--- src/hdl/running_mean_sigma_clip_stacker_top_macros.svh ---
// assertion macros for the pixel stacker
// used by modules that own clk and rst_n; no other dependencies
`ifndef RUNNING_MEAN_SIGMA_CLIP_STACKER_TOP_MACROS_SVH
`define RUNNING_MEAN_SIGMA_CLIP_STACKER_TOP_MACROS_SVH
`ifndef ASSERT_OFF
// property that must hold in every cycle out of reset
`define RMSC_ASSERT(lbl, prop, msg) \
    lbl: assert property (@(posedge clk) disable iff (!rst_n) (prop)) \
        else $error(msg);
// condition in one cycle implies consequence in the next
`define RMSC_ASSERT_NEXT(lbl, ante, cons, msg) \
    lbl: assert property (@(posedge clk) disable iff (!rst_n) (ante) |=> (cons)) \
        else $error(msg);
`else
`define RMSC_ASSERT(lbl, prop, msg)
`define RMSC_ASSERT_NEXT(lbl, ante, cons, msg)
`endif
`endif

--- src/hdl/rmsc_pkg.sv ---
// shared types and constants of the pixel stacker
// no dependencies
package rmsc_pkg;

    localparam int PIXEL_COUNT_DEF = 65536;
    localparam int SAMPLE_BITS_DEF = 16;

    // quotient bits per divider stage, root bits per root stage
    localparam int DIV_STEP  = 4;
    localparam int SQRT_STEP = 2;

    // unit latencies in cycles
    localparam int ROOT_DIV_LAT = 64 / DIV_STEP;
    localparam int SQRT_LAT     = 32 / SQRT_STEP;
    localparam int ROOT_LAT     = ROOT_DIV_LAT + SQRT_LAT;
    localparam int STEP_DIV_LAT = 32 / DIV_STEP;

    // command codes
    localparam logic CMD_ADD   = 1'b0;
    localparam logic CMD_CLEAR = 1'b1;

    typedef logic [15:0] clip_t;

    typedef struct packed {
        logic        cmd;
        logic        new_frame;
        logic [15:0] pixel_index;
        logic [15:0] sample;
    } pix_in_t;

    typedef struct packed {
        logic [15:0] result_pixel;
        logic [31:0] mean_value;
        logic [31:0] sigma_value;
        logic        rejected;
        logic [15:0] frames_seen;
    } pix_out_t;

endpackage

--- src/hdl/rmsc_div.sv ---
// pipelined restoring divider, 16-bit divisor, DIV_STEP quotient bits per stage
// depends on rmsc_pkg
module rmsc_div
    import rmsc_pkg::*;
#(
    parameter int NUM_W = 32
)(
    input  logic             clk,
    input  logic             en,
    input  logic [15:0]      rem_in,
    input  logic [NUM_W-1:0] num,
    input  logic [15:0]      den,
    input  logic             flag_in,
    output logic [NUM_W-1:0] quo,
    output logic             flag_out
);
    localparam int NS = NUM_W / DIV_STEP;

    logic [15:0]      rem_reg  [NS];
    logic [NUM_W-1:0] nq_reg   [NS];
    logic [15:0]      den_reg  [NS];
    logic             flag_reg [NS];

    logic [15:0]      src_rem  [NS];
    logic [NUM_W-1:0] src_nq   [NS];
    logic [15:0]      src_den  [NS];
    logic             src_flag [NS];
    logic [15:0]      rem_next [NS];
    logic [NUM_W-1:0] nq_next  [NS];

    // stage inputs
    always_comb
    begin
        src_rem[0]  = rem_in;
        src_nq[0]   = num;
        src_den[0]  = den;
        src_flag[0] = flag_in;
        for (int s = 1; s < NS; s++)
        begin
            src_rem[s]  = rem_reg[s-1];
            src_nq[s]   = nq_reg[s-1];
            src_den[s]  = den_reg[s-1];
            src_flag[s] = flag_reg[s-1];
        end
    end

    // dividend bits shift out the top, quotient bits shift in the bottom
    always_comb
    begin
        logic [16:0] trial;
        trial = '0;
        for (int s = 0; s < NS; s++)
        begin
            rem_next[s] = src_rem[s];
            nq_next[s]  = src_nq[s];
            for (int j = 0; j < DIV_STEP; j++)
            begin
                trial = {rem_next[s], nq_next[s][NUM_W-1]};
                if (trial >= {1'b0, src_den[s]})
                begin
                    rem_next[s] = 16'(trial - {1'b0, src_den[s]});
                    nq_next[s]  = {nq_next[s][NUM_W-2:0], 1'b1};
                end
                else
                begin
                    rem_next[s] = trial[15:0];
                    nq_next[s]  = {nq_next[s][NUM_W-2:0], 1'b0};
                end
            end
        end
    end

    // stage registers
    always_ff @(posedge clk)
    begin
        if (en)
        begin
            for (int s = 0; s < NS; s++)
            begin
                rem_reg[s]  <= rem_next[s];
                nq_reg[s]   <= nq_next[s];
                den_reg[s]  <= src_den[s];
                flag_reg[s] <= src_flag[s];
            end
        end
    end

    assign quo      = nq_reg[NS-1];
    assign flag_out = flag_reg[NS-1];

endmodule

--- config.mk ---
export PLATFORM = sky130hd
export DESIGN_NAME = rmsc_div
export DESIGN_NICKNAME = d
export VERILOG_FILES = /design/src/hdl/running_mean_sigma_clip_stacker_top_macros.svh /design/src/hdl/rmsc_pkg.sv /design/src/hdl/rmsc_div.sv
export SDC_FILE = /design/constraint.sdc
export NUM_CORES = 2
export LEC_CHECK = 0
export BUFFER_PORTS_ARGS = -buffer_cell sky130_fd_sc_hd__buf_2
export CAP_MARGIN = 25
export CORE_UTILIZATION = 45
export CTS_CLUSTER_SIZE = 24
export DETAILED_ROUTE_END_ITERATION = 7
export GPL_ROUTABILITY_DRIVEN = 0
export HOLD_SLACK_MARGIN = 0.06
export SETUP_SLACK_MARGIN = 0.02
export SYNTH_ARGS = -nofsm -noshare
export SYNTH_HDL_FRONTEND = slang
export SYNTH_SLANG_ARGS = --single-unit
export TNS_END_PERCENT = 5
--- constraint.sdc ---
create_clock -name clk -period 21.2 [get_ports clk]
set_input_delay 6.36 -clock clk [delete_from_list [all_inputs] [get_ports clk]]
set_output_delay 6.36 -clock clk [all_outputs]
set_load 0.05 [all_outputs]
After elaboration in Yosys (flattened, before gate mapping)
Memory sizes are Yosys's and may differ from the RTL's.
Cells that the tools add are included.

word-level totals
  register bits after elaboration = 0
  bits in writable memories = 520
  input port bits = 67
  memories kept = 4

memories
  memory    words  width  rd ports  clocked after memory_dff  wr ports  RTL line        RTL
  nq_reg    8      32     8         0                         8         rmsc_div.sv:20  logic [NUM_W-1:0] nq_reg [NS];
  den_reg   8      16     7         0                         8         rmsc_div.sv:21  logic [15:0] den_reg [NS];
  rem_reg   8      16     7         0                         8         rmsc_div.sv:19  logic [15:0] rem_reg [NS];
  flag_reg  8      1      8         0                         8         rmsc_div.sv:22  logic flag_reg [NS];

operators by class
  add/sub/neg operators = 32
  $lt $le $gt $ge = 32
  muxes and demuxes = 66

operators with widths
  kind                            count
  >= comparator 17 x 16 -> 1 bit  32
  two-way mux 16 bit              32
  subtractor 16 bit               32
  two-way mux 1 bit               34

Longest topological paths before layout
  depth after elaboration = 8
  depth in mapped cells = 56

Least setup slack after synthesis
Ideal clock, no wire load.

  kind = input-to-reg
  start = input port den[6]
  end = memory rem_reg[0][10] (data pin)
  library setup time = 0.261 ns
  arrival time = 16.461 ns
  data required time = 20.939 ns
  path slack = 4.479 ns
  cell stages on the path = 53
  path buffers = 7
  cells stage by stage = inv_1 -> ha_1 -> nand2_1 -> nand2_1 -> o41ai_1 -> o21ai_0 -> o21ai_1 -> and2_1 -> buf_2 -> clkbuf_1 -> inv_1 -> mux2_2 -> inv_1 -> ha_1 -> nor2b_1 -> o31a_1 -> o311a_1 -> o21ai_1 -> (+17 left out) -> nor2_1 -> inv_1 -> clkbuf_1 -> buf_1 -> a21oi_1 -> ha_1 -> nor2b_1 -> o21ai_0 -> a21o_1 -> a21o_1 -> o211a_1 -> a21oi_1 -> o22ai_1 -> o211ai_1 -> o21ai_1 -> inv_1 -> buf_2 -> a221o_1

RTL lines
  item         RTL line        RTL
  from (decl)  rmsc_div.sv:12  input logic [15:0] den,
  to (decl)    rmsc_div.sv:19

==> tab_implementation.tex <==
\begin{tabular}{lr}
\hline
Metric & Value \\
\hline
\multicolumn{2}{l}{\textbf{Clock network}} \\
Buffers inserted during post-CTS setup optimization & 0 \\
Number of buffers inserted during clock tree synthesis & 58 \\
CTS Root Cell & sky130\_fd\_sc\_hd\_\_clkbuf\_16 \\
Buffer depth of the longest clock path & 3 \\
Clk slew on worst S/H paths & 60 ps \\
Cells resized by post-CTS repair & 0 \\
Insertion delay of the later-clocked pin in the worst-skew pair & 680 ps \\
TritonCTS clock tree & done \\
H-tree levels & 2 \\
Number of sinks handled by clock tree synthesis & 488 \\
Number of buffers inserted for hold repair after clock tree synthesis & 0 \\
\multicolumn{2}{l}{\textbf{Synth}} \\
Number of storage elements in the synthesis netlist & 488 \\
Biggest area contributors in the synthesized netlist & sky130\_fd\_sc\_hd\_\_edfxtp\_1 (34\%), sky130\_fd\_sc\_hd\_\_ha\_1 (15\%), sky130\_fd\_sc\_hd\_\_mux2\_2 (6.1\%), sky130\_fd\_sc\_hd\_\_xnor2\_1 (5.0\%), sky130\_fd\_sc\_hd\_\_a21oi\_1 (4.4\%) \\
Cell Area, Synth & 0.0433 sq mm \\
Avg Inst Size Synth & 9.69 sq um \\
Synth top cells by count & sky130\_fd\_sc\_hd\_\_ha\_1 (512), sky130\_fd\_sc\_hd\_\_edfxtp\_1 (488), sky130\_fd\_sc\_hd\_\_a21oi\_1 (380) \\
Synth unique cells & 93 \\
Yosys warning count & 0 \\
Share of the synthesized area in the top cell type & 33.8\% \\
Net Count, Synth & 5080 \\
Number of synthesized flops with an enable pin & 488 \\
Top cell type by total area after synthesis & sky130\_fd\_sc\_hd\_\_edfxtp\_1 \\
Synthesized netlist cell count & 4470 \\
Sequential cell area fraction in the yosys report & 33.8\% \\
Most used standard cell by instance count after synthesis & sky130\_fd\_sc\_hd\_\_ha\_1 \\
FFs w/ async S/R, synth & 0\% \\
Ys flop type & sky130\_fd\_sc\_hd\_\_edfxtp\_1 \\
\multicolumn{2}{l}{\textbf{Worst setup path}} \\
Most used cell, CP & sky130\_fd\_sc\_hd\_\_o21ai\_0 \\
Crit path capture type & flip-flop \\
Critical path launch point & den[2] \\
Endpoint required time on the critical path & 21600 ps \\
Stage delay of the slowest cell on the critical path & 780 ps \\
Worst reg2reg path depth & 44 \\
Critical register-to-register path startpoint & den\_reg[1][1] \\
Kind of launch point of the worst setup path & input pin \\
Cell with the largest stage delay on the worst path & sky130\_fd\_sc\_hd\_\_and2\_1 \\
WP data arrival & 18330 ps \\
Reg2Reg Capture Point & rem\_reg[2][13] \\
Crit Path Class & input pin to flip-flop \\
R2r setup slk & 7620 ps \\
Setup crit end & rem\_reg[0][10] \\
Maximum fanout along the worst path & 26 \\
\multicolumn{2}{l}{\textbf{Die}} \\
Height of the chip & 312 microns \\
Ports & 100 \\
Die X & 312 microns \\
Die footprint & 0.0975 sq mm \\
Number of cell rows & 113 \\
Initial core utilization & 45.5\% \\
Core region area & 0.0952 sq mm \\
\multicolumn{2}{l}{\textbf{Cells and area}} \\
Synth-to-Final Area Change & 8.54\% \\
Share of cells above drive strength 1 & 11.4\% \\
Flip-flop count of the largest register after layout & 256 \\
Count of antenna diodes in the layout & 0 \\
Nets@finish & 5153 \\
\multicolumn{2}{l}{\textbf{Global routing}} \\
Pin count of the biggest net entering global routing & 184 \\
Antenna violations before repair & 2 \\
Wire length of the first global-routing pass & 174 mm \\
Total global-route track usage & 22.2\% \\
Via count of the first global-routing pass & 31800 \\
Total congestion overflow & 0 \\
\multicolumn{2}{l}{\textbf{STA}} \\
Peak Freq & 0.0558 GHz \\
Pin slew with the least headroom to its limit & 1180 ps \\
Fin. max-slew vios & 0 \\
Final setup violation count & 0 \\
Worst clock skew & 25.7 ps \\
Unrepaired setup endpoints after global routing & false \\
Worst relative slew slack & 21.1\% \\
Sum of negative setup slack & 0 ps \\
Final min period & 17930 ps \\
Fin crit share & 84.6\% \\
Final Hold Violating Endpoints & 0 \\
\multicolumn{2}{l}{\textbf{Job}} \\
Max\_cap viols & 0 \\
\multicolumn{2}{l}{\textbf{Place}} \\
Port bufs & 99 \\
Post-DP HPWL & 87.1 mm \\
\multicolumn{2}{l}{\textbf{Route}} \\
Via density per instance & 5.72 \\
Routed length per instance & 18.8 microns \\
DRC viols & 0 \\
Pre-antenna DRT Iters & 6 \\
Remaining antenna violation count & 0 \\
Total length of routed wires & 110 mm \\
Via Count & 33500 \\
First-iteration detailed-routing DRC count & 2238 \\
\multicolumn{2}{l}{\textbf{Outcome}} \\
Run status & finished clean \\
\multicolumn{2}{l}{\textbf{Worst hold path}} \\
HP Class & flip-flop to flip-flop \\
\hline
\end{tabular}
-- critical path: cells and delay by family --
kind                     cells  cell delay, ps
AND/OR/NAND/NOR              5            1360
multiplexers                 1             390
adder cells (fa/ha/maj)      4            1360
AO/OA/AOI/OAI               29            7800
buffers and inverters        5            1010
-- worst min path at each step --
stage                              start        endpoint  slack, ps  cells after the start
after CTS                  nq_reg[0][75]  nq_reg[0][111]        410                      0
final                      nq_reg[0][75]  nq_reg[0][111]        400                      0
after floorplan           flag_reg[0][0]  flag_reg[0][1]        400                      0
after detailed placement   nq_reg[0][67]  nq_reg[0][103]        400                      0
after global placement    nq_reg[0][100]    nq_reg[1][8]        400                      0
after global routing       nq_reg[0][75]  nq_reg[0][111]        410                      0
-- cells in the final DEF, fill, tap and decap left out, drive strengths merged, types with 30 or more instances in the layout --
cell / instances
ha: 512
edfxtp: 488
a21oi: 380
inv: 334
nor2: 304
nand2: 278
o21ai: 261
mux2: 252
xnor2: 246
a21o: 155
xor2: 121
buf: 118
nor3: 96
nand4: 91
nand3: 82
nor2b: 72
o21a: 68
nand2b: 64
clkbuf: 62
o21bai: 49
mux2i: 43
a31oi: 42
fa: 31
a211oi: 30
o211ai: 30
-- cells by family after synthesis --
group           count (synthesis)  synth area share, %
simple gates                 1128                 12.7
compound gates               1220                 18.1
buf+inv                       429                 4.15
fa+ha+maj                     543                 16.2
flops                         488                 33.8
xor+xnor                      367                 7.42
mux                           295                 7.67
-- metal layers --
layer,vias to the layer above,wire length [microns],GRT usage [%]
li1,16800,-,-
met3,132,4790,2.55
met4,0,2360,5.35
met5,-,0,0
met2,660,48300,35.0
met1,15900,54600,32.3
-- per-stage QoR --
stage          setup slack [ps]  hold WS [ps]  area, sq um  cells  utilization [%]
2_1_floorplan              4480           400        43300   4470                -
3_3_place_gp               3060           400        45000   5748             47.3
3_5_place_dp               2860           405        45000   5748             47.3
4_1_cts                    3520           408        47000   5858             49.4
5_1_grt                    2190           409        47000   5858             49.4
6_report                   3270           404        47000   5858             49.4
-- cell type report --
type / count / area, sq um
Clock buffer: 62 / 1470
Clock inverter: 48 / 574
Fill cell: 8797 / 48100
Inverter: 324 / 1220
Multi-Input combinational cell: 3553 / 26900
Sequential cell: 488 / 14700
Tap cell: 1265 / 1580
Timing Repair Buffer: 118 / 661
Power is left out: the tool's default activity adds up to more than one toggle a clock period on the data nets, which glitch-free logic cannot reach.
